## src/sv/nrgp_pkg.sv

```systemverilog
// Shared types, character codes and scale constants for the NMEA parser.
// No dependencies; the parser modules and the testbench import this package.
`timescale 1ns / 1ps

package nrgp_pkg;

	// Fraction digits kept in every converted field (range 0 to 6)
	localparam int FRAC_DIGITS = 4;
	localparam int FRAC_W      = 3;
	localparam int POW_W       = 20;
	localparam int TYPE_LEN    = 5;

	localparam logic [7:0] CH_DOLLAR = 8'h24;
	localparam logic [7:0] CH_STAR   = 8'h2A;
	localparam logic [7:0] CH_PLUS   = 8'h2B;
	localparam logic [7:0] CH_COMMA  = 8'h2C;
	localparam logic [7:0] CH_MINUS  = 8'h2D;
	localparam logic [7:0] CH_POINT  = 8'h2E;
	localparam logic [7:0] CH_ZERO   = 8'h30;
	localparam logic [7:0] CH_NINE   = 8'h39;
	localparam logic [7:0] CH_A      = 8'h41;
	localparam logic [7:0] CH_S      = 8'h53;
	localparam logic [7:0] CH_W      = 8'h57;

	// Sentence type strings "GPRMC" and "GPGGA"
	localparam logic [7:0] TYPE_RMC [TYPE_LEN] = '{8'h47, 8'h50, 8'h52, 8'h4D, 8'h43};
	localparam logic [7:0] TYPE_GGA [TYPE_LEN] = '{8'h47, 8'h50, 8'h47, 8'h47, 8'h41};

	// Classified byte as it travels from the front end to the back end
	typedef struct packed {
		logic                dollar;
		logic                star;
		logic                comma;
		logic                digit_ok;
		logic                point;
		logic                minus;
		logic                plus;
		logic                is_a;
		logic                is_s;
		logic                is_w;
		logic [3:0]          digit;
		logic [TYPE_LEN-1:0] rmc_hit;
		logic [TYPE_LEN-1:0] gga_hit;
	} item_t;

	// Scale that pads a field with n fraction digits out to FRAC_DIGITS
	function automatic logic [POW_W-1:0] pad_scale(input logic [FRAC_W-1:0] n);
		logic [POW_W-1:0] p;
		p = POW_W'(1);
		for (int i = 0; i < FRAC_DIGITS; i++) begin
			if (FRAC_W'(i) >= n)
				p = POW_W'(p * POW_W'(10));
		end
		return p;
	endfunction

endpackage

```

## src/sv/nrgp_ifs.sv

```systemverilog
// Stream interfaces of the NMEA parser: received bytes in, fix records out.
// No dependencies.
`timescale 1ns / 1ps

interface nrgp_byte_if;
	logic       valid;
	logic       ready;
	logic [7:0] rx_byte;
	modport source (output valid, output rx_byte, input ready);
	modport sink (input valid, input rx_byte, output ready);
endinterface

interface nrgp_fix_if;
	logic               valid;
	logic               ready;
	logic               sentence_kind;
	logic               fix_valid;
	logic signed [31:0] utc_time;
	logic signed [31:0] latitude;
	logic signed [31:0] longitude;
	logic signed [31:0] altitude;
	logic signed [31:0] speed;
	logic signed [31:0] course;
	modport source (output valid, output sentence_kind, output fix_valid, output utc_time,
		output latitude, output longitude, output altitude, output speed, output course,
		input ready);
	modport sink (input valid, input sentence_kind, input fix_valid, input utc_time,
		input latitude, input longitude, input altitude, input speed, input course,
		output ready);
endinterface

```

## src/sv/nmea_rmc_gga_field_parser.sv

```systemverilog
// NMEA RMC/GGA sentence parser: takes one received byte per transfer, and gives
// one result per finished or aborted sentence. Depends on nrgp_pkg, the
// interfaces in nrgp_ifs.sv, nrgp_front, nrgp_queue and nrgp_back.
//
// The parser takes one byte every clock cycle while its queue has room. A byte
// passes the classifying front end into a two-entry queue and is acted on by
// the back end in the cycle it reaches the queue head; the '*' or the rejecting
// status letter loads a result into the output register. Only the single
// output register stalls the back end: a byte that would produce a second
// result waits at the queue head until the first one is transferred out, and
// input ready drops once the queue holds two bytes. Each field is converted
// with one multiply-by-ten accumulate per digit; the closing comma or '*'
// scales the field by the missing powers of ten in one multiplier.
`timescale 1ns / 1ps

module nmea_rmc_gga_field_parser import nrgp_pkg::*; (
	input  logic       clk,
	input  logic       arst_n,
	nrgp_byte_if.sink  rx,
	nrgp_fix_if.source fix
);

	logic  q_full;
	logic  push;
	item_t push_item;
	logic  pop;
	logic  head_valid;
	item_t head_item;

	nrgp_front u_front (
		.rx        (rx),
		.q_full    (q_full),
		.push      (push),
		.push_item (push_item)
	);

	nrgp_queue u_queue (
		.clk        (clk),
		.arst_n     (arst_n),
		.push       (push),
		.push_item  (push_item),
		.full       (q_full),
		.pop        (pop),
		.head_valid (head_valid),
		.head_item  (head_item)
	);

	nrgp_back u_back (
		.clk        (clk),
		.arst_n     (arst_n),
		.head_valid (head_valid),
		.head_item  (head_item),
		.pop        (pop),
		.fix        (fix)
	);

endmodule

```

## src/sv/nrgp_front.sv

```systemverilog
// Front end: accepts received bytes and classifies each one for the back end.
// Depends on nrgp_pkg and nrgp_byte_if.
`timescale 1ns / 1ps

module nrgp_front import nrgp_pkg::*; (
	nrgp_byte_if.sink rx,
	input  logic      q_full,
	output logic      push,
	output item_t     push_item
);

	logic [7:0] ch;

	assign ch       = rx.rx_byte;
	assign rx.ready = !q_full;
	assign push     = rx.valid && !q_full;

	// Decode the character into the flags the back end acts on
	always_comb begin
		push_item          = '0;
		push_item.dollar   = (ch == CH_DOLLAR);
		push_item.star     = (ch == CH_STAR);
		push_item.comma    = (ch == CH_COMMA);
		push_item.digit_ok = (ch >= CH_ZERO) && (ch <= CH_NINE);
		push_item.point    = (ch == CH_POINT);
		push_item.minus    = (ch == CH_MINUS);
		push_item.plus     = (ch == CH_PLUS);
		push_item.is_a     = (ch == CH_A);
		push_item.is_s     = (ch == CH_S);
		push_item.is_w     = (ch == CH_W);
		push_item.digit    = 4'(ch - CH_ZERO);
		for (int k = 0; k < TYPE_LEN; k++) begin
			push_item.rmc_hit[k] = (ch == TYPE_RMC[k]);
			push_item.gga_hit[k] = (ch == TYPE_GGA[k]);
		end
	end

endmodule

```

## src/sv/nrgp_queue.sv

```systemverilog
// Two-entry queue of classified bytes between the front and back ends.
// Depends on nrgp_pkg.
`timescale 1ns / 1ps

module nrgp_queue import nrgp_pkg::*; (
	input  logic  clk,
	input  logic  arst_n,
	input  logic  push,
	input  item_t push_item,
	output logic  full,
	input  logic  pop,
	output logic  head_valid,
	output item_t head_item
);

	item_t      slot_q [2];
	logic       wr_ptr_q;
	logic       rd_ptr_q;
	logic [1:0] count_q;

	assign full       = (count_q == 2'd2);
	assign head_valid = (count_q != 2'd0);
	assign head_item  = slot_q[rd_ptr_q];

	// Advance pointers and occupancy
	always_ff @(posedge clk or negedge arst_n) begin
		if (!arst_n) begin
			wr_ptr_q <= 1'b0;
			rd_ptr_q <= 1'b0;
			count_q  <= 2'd0;
		end else begin
			if (push)
				wr_ptr_q <= !wr_ptr_q;
			if (pop)
				rd_ptr_q <= !rd_ptr_q;
			if (push && !pop)
				count_q <= count_q + 2'd1;
			else if (pop && !push)
				count_q <= count_q - 2'd1;
		end
	end

	// Store the pushed entry
	always_ff @(posedge clk) begin
		if (push)
			slot_q[wr_ptr_q] <= push_item;
	end

endmodule

```

## src/sv/nrgp_back.sv

```systemverilog
// Back end: sentence state machine, decimal field conversion, stored values
// and the output register. Depends on nrgp_pkg and nrgp_fix_if.
`timescale 1ns / 1ps

module nrgp_back import nrgp_pkg::*; (
	input  logic       clk,
	input  logic       arst_n,
	input  logic       head_valid,
	input  item_t      head_item,
	output logic       pop,
	nrgp_fix_if.source fix
);

	localparam logic [1:0] PH_WAIT = 2'd0;
	localparam logic [1:0] PH_TYPE = 2'd1;
	localparam logic [1:0] PH_RMC  = 2'd2;
	localparam logic [1:0] PH_GGA  = 2'd3;

	localparam logic [3:0] ROLE_TIME   = 4'd0;
	localparam logic [3:0] ROLE_LAT    = 4'd1;
	localparam logic [3:0] ROLE_LON    = 4'd2;
	localparam logic [3:0] ROLE_ALT    = 4'd3;
	localparam logic [3:0] ROLE_SPEED  = 4'd4;
	localparam logic [3:0] ROLE_COURSE = 4'd5;
	localparam logic [3:0] ROLE_VALUES = 4'd6;
	localparam logic [3:0] ROLE_NONE   = 4'd8;
	localparam logic [3:0] ROLE_STATUS = 4'd9;
	localparam logic [3:0] ROLE_SOUTH  = 4'd10;
	localparam logic [3:0] ROLE_WEST   = 4'd11;

	localparam logic [31:0] MAG_LIMIT = 32'h8000_0000;
	localparam logic [31:0] POS_MAX   = 32'h7FFF_FFFF;
	localparam int          PROD_W    = 32 + POW_W;

	// Parser state
	logic [1:0]        phase_q, phase_d;
	logic [2:0]        tcount_q, tcount_d;
	logic [1:0]        tmatch_q, tmatch_d;
	logic [3:0]        field_q, field_d;
	logic [31:0]       acc_q, acc_d;
	logic [FRAC_W-1:0] frac_q, frac_d;
	logic              nonempty_q, nonempty_d;
	logic              neg_q, neg_d;
	logic              point_q, point_d;
	logic              stop_q, stop_d;
	logic              prev_q, prev_d;
	logic [31:0]       stored_q [6];
	logic [31:0]       stored_d [6];

	// Output register
	logic        out_valid_q;
	logic        kind_q;
	logic        fixok_q;
	logic [31:0] val_q [6];

	logic              emit;
	logic              emit_ok;
	logic              fire;
	logic [3:0]        role;
	logic [2:0]        tk;
	logic [35:0]       mac;
	logic [31:0]       acc_step;
	logic [PROD_W-1:0] prod;
	logic [31:0]       mag;
	logic [31:0]       fin_val;
	logic              store_ok;

	// Map field number to the value it feeds, or to a letter role
	always_comb begin
		role = ROLE_NONE;
		if (phase_q == PH_RMC) begin
			unique case (field_q)
				4'd1:    role = ROLE_TIME;
				4'd2:    role = ROLE_STATUS;
				4'd3:    role = ROLE_LAT;
				4'd4:    role = ROLE_SOUTH;
				4'd5:    role = ROLE_LON;
				4'd6:    role = ROLE_WEST;
				4'd7:    role = ROLE_SPEED;
				4'd8:    role = ROLE_COURSE;
				default: role = ROLE_NONE;
			endcase
		end else begin
			unique case (field_q)
				4'd1:    role = ROLE_TIME;
				4'd2:    role = ROLE_LAT;
				4'd3:    role = ROLE_SOUTH;
				4'd4:    role = ROLE_LON;
				4'd5:    role = ROLE_WEST;
				4'd9:    role = ROLE_ALT;
				default: role = ROLE_NONE;
			endcase
		end
	end

	// Multiply-by-ten accumulate with saturation at 2^31
	assign mac      = ({4'b0, acc_q} << 3) + ({4'b0, acc_q} << 1) + {32'b0, head_item.digit};
	assign acc_step = (mac > {4'b0, MAG_LIMIT}) ? MAG_LIMIT : mac[31:0];

	// Pad missing fraction digits, then apply sign and cap
	assign prod     = {{POW_W{1'b0}}, acc_q} * {32'b0, pad_scale(frac_q)};
	assign mag      = (prod > PROD_W'(MAG_LIMIT)) ? MAG_LIMIT : prod[31:0];
	assign fin_val  = neg_q ? (32'd0 - mag) : ((mag > POS_MAX) ? POS_MAX : mag);
	assign store_ok = (role < ROLE_VALUES) && nonempty_q;

	assign tk = (tcount_q < 3'(TYPE_LEN)) ? tcount_q : 3'(TYPE_LEN - 1);

	// Next-state logic for one classified byte
	always_comb begin
		phase_d    = phase_q;
		tcount_d   = tcount_q;
		tmatch_d   = tmatch_q;
		field_d    = field_q;
		acc_d      = acc_q;
		frac_d     = frac_q;
		nonempty_d = nonempty_q;
		neg_d      = neg_q;
		point_d    = point_q;
		stop_d     = stop_q;
		prev_d     = prev_q;
		stored_d   = stored_q;
		emit       = 1'b0;
		emit_ok    = 1'b0;

		if (head_item.dollar) begin
			phase_d  = PH_TYPE;
			tcount_d = 3'd0;
			tmatch_d = 2'b11;
		end else if (phase_q == PH_TYPE) begin
			if (!head_item.rmc_hit[tk])
				tmatch_d[0] = 1'b0;
			if (!head_item.gga_hit[tk])
				tmatch_d[1] = 1'b0;
			tcount_d = tk + 3'd1;
			if (tk == 3'(TYPE_LEN - 1)) begin
				if (tmatch_d[0])
					phase_d = PH_RMC;
				else if (tmatch_d[1])
					phase_d = PH_GGA;
				else
					phase_d = PH_WAIT;
				field_d    = 4'd0;
				acc_d      = 32'd0;
				frac_d     = '0;
				nonempty_d = 1'b0;
				neg_d      = 1'b0;
				point_d    = 1'b0;
				stop_d     = 1'b0;
				prev_d     = 1'b0;
			end
		end else if (phase_q == PH_RMC || phase_q == PH_GGA) begin
			if (head_item.star || head_item.comma) begin
				// Close the current field
				if (store_ok)
					stored_d[role[2:0]] = fin_val;
				acc_d      = 32'd0;
				frac_d     = '0;
				nonempty_d = 1'b0;
				neg_d      = 1'b0;
				point_d    = 1'b0;
				stop_d     = 1'b0;
				prev_d     = store_ok;
				if (head_item.star) begin
					emit    = 1'b1;
					emit_ok = 1'b1;
					phase_d = PH_WAIT;
				end else if (field_q != 4'd15) begin
					field_d = field_q + 4'd1;
				end
			end else if (role < ROLE_VALUES) begin
				// Feed a numeric field
				if (!nonempty_q && (head_item.minus || head_item.plus)) begin
					nonempty_d = 1'b1;
					neg_d      = head_item.minus;
				end else begin
					nonempty_d = 1'b1;
					if (!stop_q) begin
						if (head_item.digit_ok) begin
							if (!point_q) begin
								acc_d = acc_step;
							end else if (frac_q < FRAC_W'(FRAC_DIGITS)) begin
								acc_d  = acc_step;
								frac_d = frac_q + FRAC_W'(1);
							end
						end else if (head_item.point && !point_q) begin
							point_d = 1'b1;
						end else begin
							stop_d = 1'b1;
						end
					end
				end
			end else begin
				// Letter fields act on their first character only
				nonempty_d = 1'b1;
				if (!nonempty_q) begin
					if (role == ROLE_STATUS && !head_item.is_a) begin
						emit    = 1'b1;
						phase_d = PH_WAIT;
					end
					if (role == ROLE_SOUTH && head_item.is_s && prev_q)
						stored_d[1] = (stored_q[1] == MAG_LIMIT) ? POS_MAX : 32'd0 - stored_q[1];
					if (role == ROLE_WEST && head_item.is_w && prev_q)
						stored_d[2] = (stored_q[2] == MAG_LIMIT) ? POS_MAX : 32'd0 - stored_q[2];
				end
			end
		end
	end

	// Hold a result-producing byte only while the output register is occupied and not ready
	assign fire = head_valid && (!emit || !out_valid_q || fix.ready);
	assign pop  = fire;

	// Update parser state
	always_ff @(posedge clk or negedge arst_n) begin
		if (!arst_n) begin
			phase_q    <= PH_WAIT;
			tcount_q   <= 3'd0;
			tmatch_q   <= 2'b11;
			field_q    <= 4'd0;
			acc_q      <= 32'd0;
			frac_q     <= '0;
			nonempty_q <= 1'b0;
			neg_q      <= 1'b0;
			point_q    <= 1'b0;
			stop_q     <= 1'b0;
			prev_q     <= 1'b0;
			for (int i = 0; i < 6; i++)
				stored_q[i] <= 32'd0;
		end else if (fire) begin
			phase_q    <= phase_d;
			tcount_q   <= tcount_d;
			tmatch_q   <= tmatch_d;
			field_q    <= field_d;
			acc_q      <= acc_d;
			frac_q     <= frac_d;
			nonempty_q <= nonempty_d;
			neg_q      <= neg_d;
			point_q    <= point_d;
			stop_q     <= stop_d;
			prev_q     <= prev_d;
			stored_q   <= stored_d;
		end
	end

	// Output valid flag
	always_ff @(posedge clk or negedge arst_n) begin
		if (!arst_n)
			out_valid_q <= 1'b0;
		else if (fire && emit)
			out_valid_q <= 1'b1;
		else if (fix.ready)
			out_valid_q <= 1'b0;
	end

	// Capture the result payload
	always_ff @(posedge clk) begin
		if (fire && emit) begin
			kind_q  <= (phase_q == PH_GGA);
			fixok_q <= emit_ok;
			val_q   <= stored_d;
		end
	end

	assign fix.valid         = out_valid_q;
	assign fix.sentence_kind = kind_q;
	assign fix.fix_valid     = fixok_q;
	assign fix.utc_time      = val_q[0];
	assign fix.latitude      = val_q[1];
	assign fix.longitude     = val_q[2];
	assign fix.altitude      = val_q[3];
	assign fix.speed         = val_q[4];
	assign fix.course        = val_q[5];

endmodule

```

## src/flat_wrapper.sv

```systemverilog
// flat-port wrapper written by rule: the top's interface ports become plain ports
module nmea_rmc_gga_field_parser_flat import nrgp_pkg::*;
  (clk, arst_n, rx_valid, rx_rx_byte, rx_ready, fix_valid, fix_sentence_kind, fix_fix_valid, fix_utc_time, fix_latitude, fix_longitude, fix_altitude, fix_speed, fix_course, fix_ready);
  nrgp_byte_if rx_i ();
  nrgp_fix_if fix_i ();
  input  logic clk;
  input  logic arst_n;
  input wire logic [$bits(rx_i.valid)-1:0] rx_valid;
  input wire logic [$bits(rx_i.rx_byte)-1:0] rx_rx_byte;
  output wire logic [$bits(rx_i.ready)-1:0] rx_ready;
  output wire logic [$bits(fix_i.valid)-1:0] fix_valid;
  output wire logic [$bits(fix_i.sentence_kind)-1:0] fix_sentence_kind;
  output wire logic [$bits(fix_i.fix_valid)-1:0] fix_fix_valid;
  output wire logic [$bits(fix_i.utc_time)-1:0] fix_utc_time;
  output wire logic [$bits(fix_i.latitude)-1:0] fix_latitude;
  output wire logic [$bits(fix_i.longitude)-1:0] fix_longitude;
  output wire logic [$bits(fix_i.altitude)-1:0] fix_altitude;
  output wire logic [$bits(fix_i.speed)-1:0] fix_speed;
  output wire logic [$bits(fix_i.course)-1:0] fix_course;
  input wire logic [$bits(fix_i.ready)-1:0] fix_ready;
  assign rx_i.valid = rx_valid;
  assign rx_i.rx_byte = rx_rx_byte;
  assign rx_ready = rx_i.ready;
  assign fix_valid = fix_i.valid;
  assign fix_sentence_kind = fix_i.sentence_kind;
  assign fix_fix_valid = fix_i.fix_valid;
  assign fix_utc_time = fix_i.utc_time;
  assign fix_latitude = fix_i.latitude;
  assign fix_longitude = fix_i.longitude;
  assign fix_altitude = fix_i.altitude;
  assign fix_speed = fix_i.speed;
  assign fix_course = fix_i.course;
  assign fix_i.ready = fix_ready;
  nmea_rmc_gga_field_parser u_core (.clk(clk), .arst_n(arst_n), .rx(rx_i), .fix(fix_i));
endmodule
```

## config.mk

```make
export PLATFORM = sky130hd
export DESIGN_NAME = nmea_rmc_gga_field_parser_flat
export DESIGN_NICKNAME = d
export VERILOG_FILES = /design/src/sv/nrgp_pkg.sv /design/src/sv/nrgp_ifs.sv /design/src/sv/nmea_rmc_gga_field_parser.sv /design/src/sv/nrgp_front.sv /design/src/sv/nrgp_queue.sv /design/src/sv/nrgp_back.sv /design/src/flat_wrapper.sv
export SDC_FILE = /design/constraint.sdc
export NUM_CORES = 2
export LEC_CHECK = 0
export BUFFER_PORTS_ARGS = -buffer_cell sky130_fd_sc_hd__buf_2
export CAP_MARGIN = 20
export CORE_ASPECT_RATIO = 1.25
export CORE_MARGIN = 1
export CORE_UTILIZATION = 55
export CTS_CLUSTER_SIZE = 28
export DETAILED_ROUTE_END_ITERATION = 8
export GPL_ROUTABILITY_DRIVEN = 0
export PLACE_DENSITY = 0.71
export SLEW_MARGIN = 20
export SYNTH_ARGS = -nofsm -noshare
export SYNTH_HDL_FRONTEND = slang
export SYNTH_SLANG_ARGS = --single-unit
```

## constraint.sdc

```tcl
create_clock -name clk -period 17.15 [get_ports clk]
set_input_delay 0.8575 -clock clk [delete_from_list [all_inputs] [get_ports clk]]
set_output_delay 0.8575 -clock clk [all_outputs]
set_load 0.01 [all_outputs]
```

### Word level (Yosys, flattened, before mapping)

Memory sizes are Yosys's and may differ from the RTL's.
Cells that the tools add are included.

| storage, ports and cells | value |
|---|---|
| memories | 2 |
| flip-flop bits (word level) | 442 |
| memory bits (writable) | 48 |
| ROM bits | 64 |

| operators by class | value |
|---|---|
| mux-type cells | 120 |
| add/subtract/negate cells | 11 |
| reduce and logical (&&, ||, !) cells | 56 |
| multipliers | 4 |
| equality and inequality tests | 41 |
| order comparisons | 15 |
| bitwise logic cells | 4 |

Memories:

| memory | depth | width | rd ports | clocked after memory_dff | write ports | RTL line | RTL |
|---|---|---|---|---|---|---|---|
| (no name shown) | 16 | 4 | 1 | 0 | 0 | nrgp_back.sv:72 | `unique case (field_q)` |
| u_core.u_queue.slot_q | 2 | 24 | 1 | 0 | 1 | nrgp_queue.sv:16 | `item_t slot_q [2];` |

Operator list:

| cell | count |
|---|---|
| $mux W192 | 4 |
| $mux W32 | 20 |
| $bwmux W192 | 1 |
| $mux W64 | 3 |
| $demux W32 S3 | 1 |
| $mux W96 | 1 |
| $sub A1 B32 Y32 const A | 3 |
| $eq A32 B32 Y1 const B | 2 |
| $eq A8 B7 Y1 const B | 8 |
| $mul A20 B3 Y19 const B | 3 |
| $mux W20 | 3 |
| $gt A52 B32 Y1 const B | 1 |
| $mul A32 B20 Y52 | 1 |
| $eq A8 B6 Y1 const B | 6 |
| $mux W1 | 48 |
| $mux W3 | 13 |
| $add A35 B33 Y36 | 1 |
| $add A36 B4 Y36 | 1 |
| $gt A36 B32 Y1 const B | 1 |
| $gt A32 B31 Y1 const B | 1 |
| $mux W4 | 8 |
| $mux W2 | 15 |
| $pmux W4 S6 | 1 |
| $reduce_bool A3 Y1 | 7 |
| other kinds (43) | 98 |

### Logic depth before layout (Yosys ltp)

| depth | value |
|---|---|
| depth in word-level cells | 20 |
| mapped depth | 61 |
| depth with buffers taken out | 55 |

### Hierarchy

Synthesis repeated with hierarchy kept, for this count alone.

| second synthesis, totals | value |
|---|---|
| cells, all modules | 4845 |
| area, all modules | 44213.7 µm² |

Modules (own cells, without submodules):

| module | area each (µm²) | instances | sequential area each (µm²) | cells an instance |
|---|---|---|---|---|
| nrgp_back | 41880.2 | 1 | 11933.9 | 4711 |
| nrgp_queue | 2023.2 | 1 | 1541.5 | 91 |
| nrgp_front | 310.3 | 1 | 0.0 | 43 |

### Least setup slack after synthesis

No wires, ideal clock.

| timing path | value |
|---|---|
| path kind | register to register |
| start | register u_core.u_back.frac_q[2] |
| end | register u_core.u_back.val_q (netlist bit u_core.u_back.fix.longitude[24]) (data pin) |
| arrival | 13.268 ns |
| clock period less this slack | 13.533 ns |
| stages on the path, launching flop included | 59 |
| setup slack | 3.617 ns |
| path through | dfrtp_1 -> clkbuf_1 -> nor2_1 -> clkbuf_1 -> buf_1 -> ha_1 -> inv_1 -> xnor2_1 -> ha_1 -> ha_1 -> fa_1 -> a21o_1 -> a21o_1 -> a21oi_1 -> nand3_1 -> o21ai_0 -> a21oi_1 -> nor2_1 -> [23 not listed] -> and4bb_1 -> buf_4 -> buf_4 -> nand3_1 -> ha_1 -> clkbuf_1 -> nand2_1 -> or2_2 -> nor4_1 -> nand4_1 -> nor4_1 -> and2_1 -> nand3_1 -> mux2i_1 -> a21oi_1 -> a22oi_2 -> o32ai_1 -> nor2_1 |

RTL lines:

| element | RTL line | RTL |
|---|---|---|
| from (decl) | nrgp_back.sv:41 | `logic [FRAC_W-1:0] frac_q, frac_d;` |
| from (signal assigned) | nrgp_back.sv:235 | `frac_q <= frac_d;` |
| to (signal assigned) | nrgp_back.sv:260 | `val_q <= stored_d;` |
| to (decl) | nrgp_back.sv:54 | `logic [31:0] val_q [6];` |

==> results.toml <==
[logic_synthesis]
synthesis.yosys.warnings = 0
synthFlopType = "sky130_fd_sc_hd__dfrtp_1"
postSynthNetCount = 5477
post_synthesis_simple_gate_area_fraction_pct = 15.98
synth-compound-area-share_pct = 16.96
yosys.area_share.xor_xnor_pct = 2.075
dominant_combinational_cell_family_by_area_after_synthesis = "adder cells"
avgSynthCellArea_um2 = 9.070
synth-async-reset-ratio_pct = 51.67
post_synth_num_cell_types = 108
synthCells = 4794
syn-cell-area_mm2 = 0.04348
mux_share_of_post_synthesis_cell_area_pct = 1.237
synth_enable_flop_cells = 232
synth-adder-area-share_pct = 26.06
ys_seq_elements = 480
post_synthesis_sequential_area_ratio_pct = 30.30

[setup_path]
critical_path.max_fanout = 26
worst-setup-path-type = "flop to flop"
r2r_setup_slack_ns = 2.10
critPathArrivalTime_ns = 15.43
timing.critical_path.to_type = "flop"
slowest_delay_ns = 0.60
crit_path_top_delay_cell = "sky130_fd_sc_hd__nor2_1"
timing.critical_path.required_ns = 17.53
worst-r2r-cell-count = 54
timing.critical_path.from_type = "flop"

[global_routing]
antenna_found_initial = 3
grt_start_max_net_pins = 83
total_global_routing_track_utilization_pct = 30.77
grt_pass1_wl_mm = 192.6
vias_in_the_first_global_route = 35166
globalRoute.totalOverflow = 0

[timing]
finalCritPeriodShare_pct = 87.74
fin_skew_ns = 0.03507
worst_slew_pin_slew_ns = 1.093
max_freq_mhz = 66.45
worst_slew_slack_as_a_fraction_of_its_limit_pct = 26.61
final-max-slew-violation-count = 0
fin_setup_tns_ns = 0
timing.final.setup_violations = 0
rsz0062_at_grt = "no"
finalWorstPathRequiredPeriod_ns = 15.05
final-hold-violation-count = 0

[flow_run]
timing.max_cap.violations = 0

[drt]
route.antenna.remaining_nets = 0
dr.first_iter.drc_count = 2761
routed_wirelength_mm = 122.3
firstDrtPassIters = 6
detail_route.wl_per_cell_um = 20.64
post-route-drc-count = 0
via_count_of_the_routed_design = 35694
detail_route.vias_per_cell = 6.020

[clock_network]
hold_buffers = 0
cts_inserted_buffers = 47
cts_tree = "built"
clk_transition_reported_paths_ns = 0.06
numClockSinks = 480
cts_repair_resize_count = 0
insertion_delay_ns = 0.63
post-cts-setup-buffer-count = 0
clock_tree.htree_level_count = 2
clock-root-buffer = "sky130_fd_sc_hd__clkbuf_16"
clock_path_buffers = 3

[final_layout]
finalNetCount = 5527
synthToLayoutAreaGrowth_pct = 8.052
layout-drive-gt1-share_pct = 9.666
utilization_pct = 60.43
n_fill_cell = 6665

[floorplanning]
num_rows = 114
die_area_mm2 = 0.08019
die_width_um = 253.5
core_box_area_mm2 = 0.07774
io_pins = 208
floorplan.die.height_um = 316.4
floorplan.initialDensity_pct = 55.93

[place]
numPortBuffers = 207
place_hpwl_mm = 89.93

[power_and_ir_drop]
p_leak_nw = 21.58
ir_worst_vdd_mv = 0.1457
cellPowerDensity_mw_per_mm2 = 154.5

[min_path]
timing.hold.worst.class = "input port to asynchronous set/reset pin"

[status]
run_status = "finished clean"
[where the power goes]
group | total [mW] | switching (mW) | internal (mW)
registers | 1.56 | 0.160 | 1.40
logic | 4.62 | 3.28 | 1.34
clock network | 1.09 | 0.474 | 0.613
[per-stage QoR]
stage	power (mW)	cell area [um^2]	worst slack [ns]	instances	hold slack, ns
3_5_place_dp	6.083	45350	2.339	5839	0.4621
4_1_cts	7.187	46980	2.330	5927	0.2278
2_1_floorplan	4.504	43480	3.617	4794	0.4407
6_report	7.261	46980	2.102	5929	0.1925
5_1_grt	7.693	46980	1.039	5927	0.2596
3_3_place_gp	5.999	45350	2.736	5839	0.4558
[flip-flops by register name (all words and copies together) (netlist names), 2 cells and up]
register / cells
u_core.u_back.phase_q: 2
u_core.u_back.stored_q: 192
u_core.u_back.fix.utc_time: 32
u_core.u_back.acc_q: 32
u_core.u_queue.count_q: 2
u_core.u_back.frac_q: 3
u_core.u_back.tcount_q: 3
u_core.u_back.fix.latitude: 32
u_core.u_back.field_q: 4
u_core.u_back.fix.course: 32
u_core.u_back.fix.longitude: 32
u_core.u_back.tmatch_q: 2
u_core.u_back.fix.speed: 32
u_core.u_queue.slot_q: 38
u_core.u_back.fix.altitude: 32
[cell families (layout without fill, tap and decap cells)]
logic type | Yosys count | count (layout)
DFF | 480 | 480
and+or+nand+nor | 1478 | 1478
muxes | 48 | 48
AOI/OAI and AO/OA | 1184 | 1184
xor gates and xnor gates | 103 | 103
other | 1 | 3
buffers and inverters | 829 | 918
adders and majority gates | 671 | 671
[cells in the final DEF (no fill, tap or decap), drive strengths merged, types with 31 or more instances in the layout]
master,netlist,final
nand2,720,720
inv,545,549
o21ai,512,512
fa,391,391
buf,53,284
ha,280,280
dfrtp,246,246
edfxtp,232,232
nor2,226,226
a21oi,212,212
and2,211,211
xnor2,65,65
clkbuf,230,58
o21a,56,56
nor3,56,56
a21o,45,45
nand3,45,45
xor2,38,38
nand4,35,35
a31oi,33,33
a211oi,32,32
or3,32,32
a22o,31,31
o31ai,31,31
[cells in the mapped netlist, types with 11 or more instances]
cell,n,area [um^2]
sky130_fd_sc_hd__nand2_1,720,2703
sky130_fd_sc_hd__inv_1,544,2042
sky130_fd_sc_hd__o21ai_0,486,2432
sky130_fd_sc_hd__fa_1,391,7828
sky130_fd_sc_hd__ha_1,280,3503
sky130_fd_sc_hd__dfrtp_1,246,6156
sky130_fd_sc_hd__edfxtp_1,232,6967
sky130_fd_sc_hd__clkbuf_1,230,863.3
sky130_fd_sc_hd__nor2_1,225,844.6
sky130_fd_sc_hd__and2_1,210,1314
sky130_fd_sc_hd__a21oi_1,206,1031
sky130_fd_sc_hd__xnor2_1,65,569.3
sky130_fd_sc_hd__o21a_1,56,420.4
sky130_fd_sc_hd__nor3_1,54,270.3
sky130_fd_sc_hd__a21o_1,44,330.3
sky130_fd_sc_hd__nand3_1,44,220.2
sky130_fd_sc_hd__xor2_1,38,332.8
sky130_fd_sc_hd__nand4_1,35,219.0
sky130_fd_sc_hd__a31oi_1,32,200.2
sky130_fd_sc_hd__a211oi_1,31,232.7
sky130_fd_sc_hd__a22o_1,31,271.5
sky130_fd_sc_hd__o31ai_1,31,232.7
sky130_fd_sc_hd__or3_1,31,193.9
sky130_fd_sc_hd__buf_2,30,150.1
sky130_fd_sc_hd__mux2i_1,23,230.2
sky130_fd_sc_hd__nand2b_1,23,143.9
sky130_fd_sc_hd__o21ai_1,23,115.1
sky130_fd_sc_hd__a221oi_1,22,192.7
sky130_fd_sc_hd__mux2_2,22,247.7
sky130_fd_sc_hd__o211ai_1,21,157.7
sky130_fd_sc_hd__o22ai_1,20,125.1
sky130_fd_sc_hd__a211o_1,19,166.4
sky130_fd_sc_hd__and3_1,19,118.9
sky130_fd_sc_hd__or2_2,19,118.9
sky130_fd_sc_hd__nor4_1,18,112.6
sky130_fd_sc_hd__a21boi_0,16,120.1
sky130_fd_sc_hd__nor2b_1,16,100.1
sky130_fd_sc_hd__or4_1,14,105.1
sky130_fd_sc_hd__a22oi_1,13,97.59
sky130_fd_sc_hd__o21bai_1,12,90.09
sky130_fd_sc_hd__buf_1,11,41.29
[worst paths after layout]
| path | start | end |
|---|---|---|
| max | u_core.u_back.frac_q[1]$_DFFE_PN0P_ | u_core.u_back.fix.latitude[26]$_DFFE_PP_ |
| max reg2reg | u_core.u_back.frac_q[1]$_DFFE_PN0P_ | u_core.u_back.fix.latitude[26]$_DFFE_PP_ |
| min in group clk | u_core.u_back.tcount_q[0]$_DFFE_PN0P_ | u_core.u_back.tcount_q[0]$_DFFE_PN0P_ |
| max in group asynchronous | arst_n | u_core.u_back.stored_q[53]$_DFFE_PN0P_ |
| min | arst_n | u_core.u_back.stored_q[17]$_DFFE_PN0P_ |
| min reg2reg | u_core.u_back.tcount_q[0]$_DFFE_PN0P_ | u_core.u_back.tcount_q[0]$_DFFE_PN0P_ |
[layout make-up]
cell class,count,area (um^2),share of cell area (%)
flip-flops and latches,480,13180,28.05
multi-input cells,3485,27190,57.89
clock buffers,58,1270,2.703
inverters,546,2049,4.362
clock inverters,30,354.1,0.7537
well taps,1044,1306,2.780
diodes,2,5.005,0.01065
repair buffers,284,1624,3.457
[layer usage]
| metal | GRT usage (%) | share of wire, % | wire [um] | vias up |
|---|---|---|---|---|
| met5 | 0 | 0.030 | 37 | - |
| met4 | 15.80 | 5.5 | 6724 | 6 |
| met3 | 3.743 | 6.9 | 8407 | 370 |
| met2 | 52.50 | 48 | 58960 | 1533 |
| met1 | 38.45 | 39 | 48220 | 17458 |
| li1 | - | - | - | 16327 |
[critical path, delay by kind of cell (launching register included)]
family          cells  cell delay (ns)
compound gates     13             3.52
xor+xnor            3             0.67
fa+ha+maj          14             5.45
buf+inv             8             1.04
flops               1             0.43
simple gates       16             3.69
(Power assumes the default switching activity.)
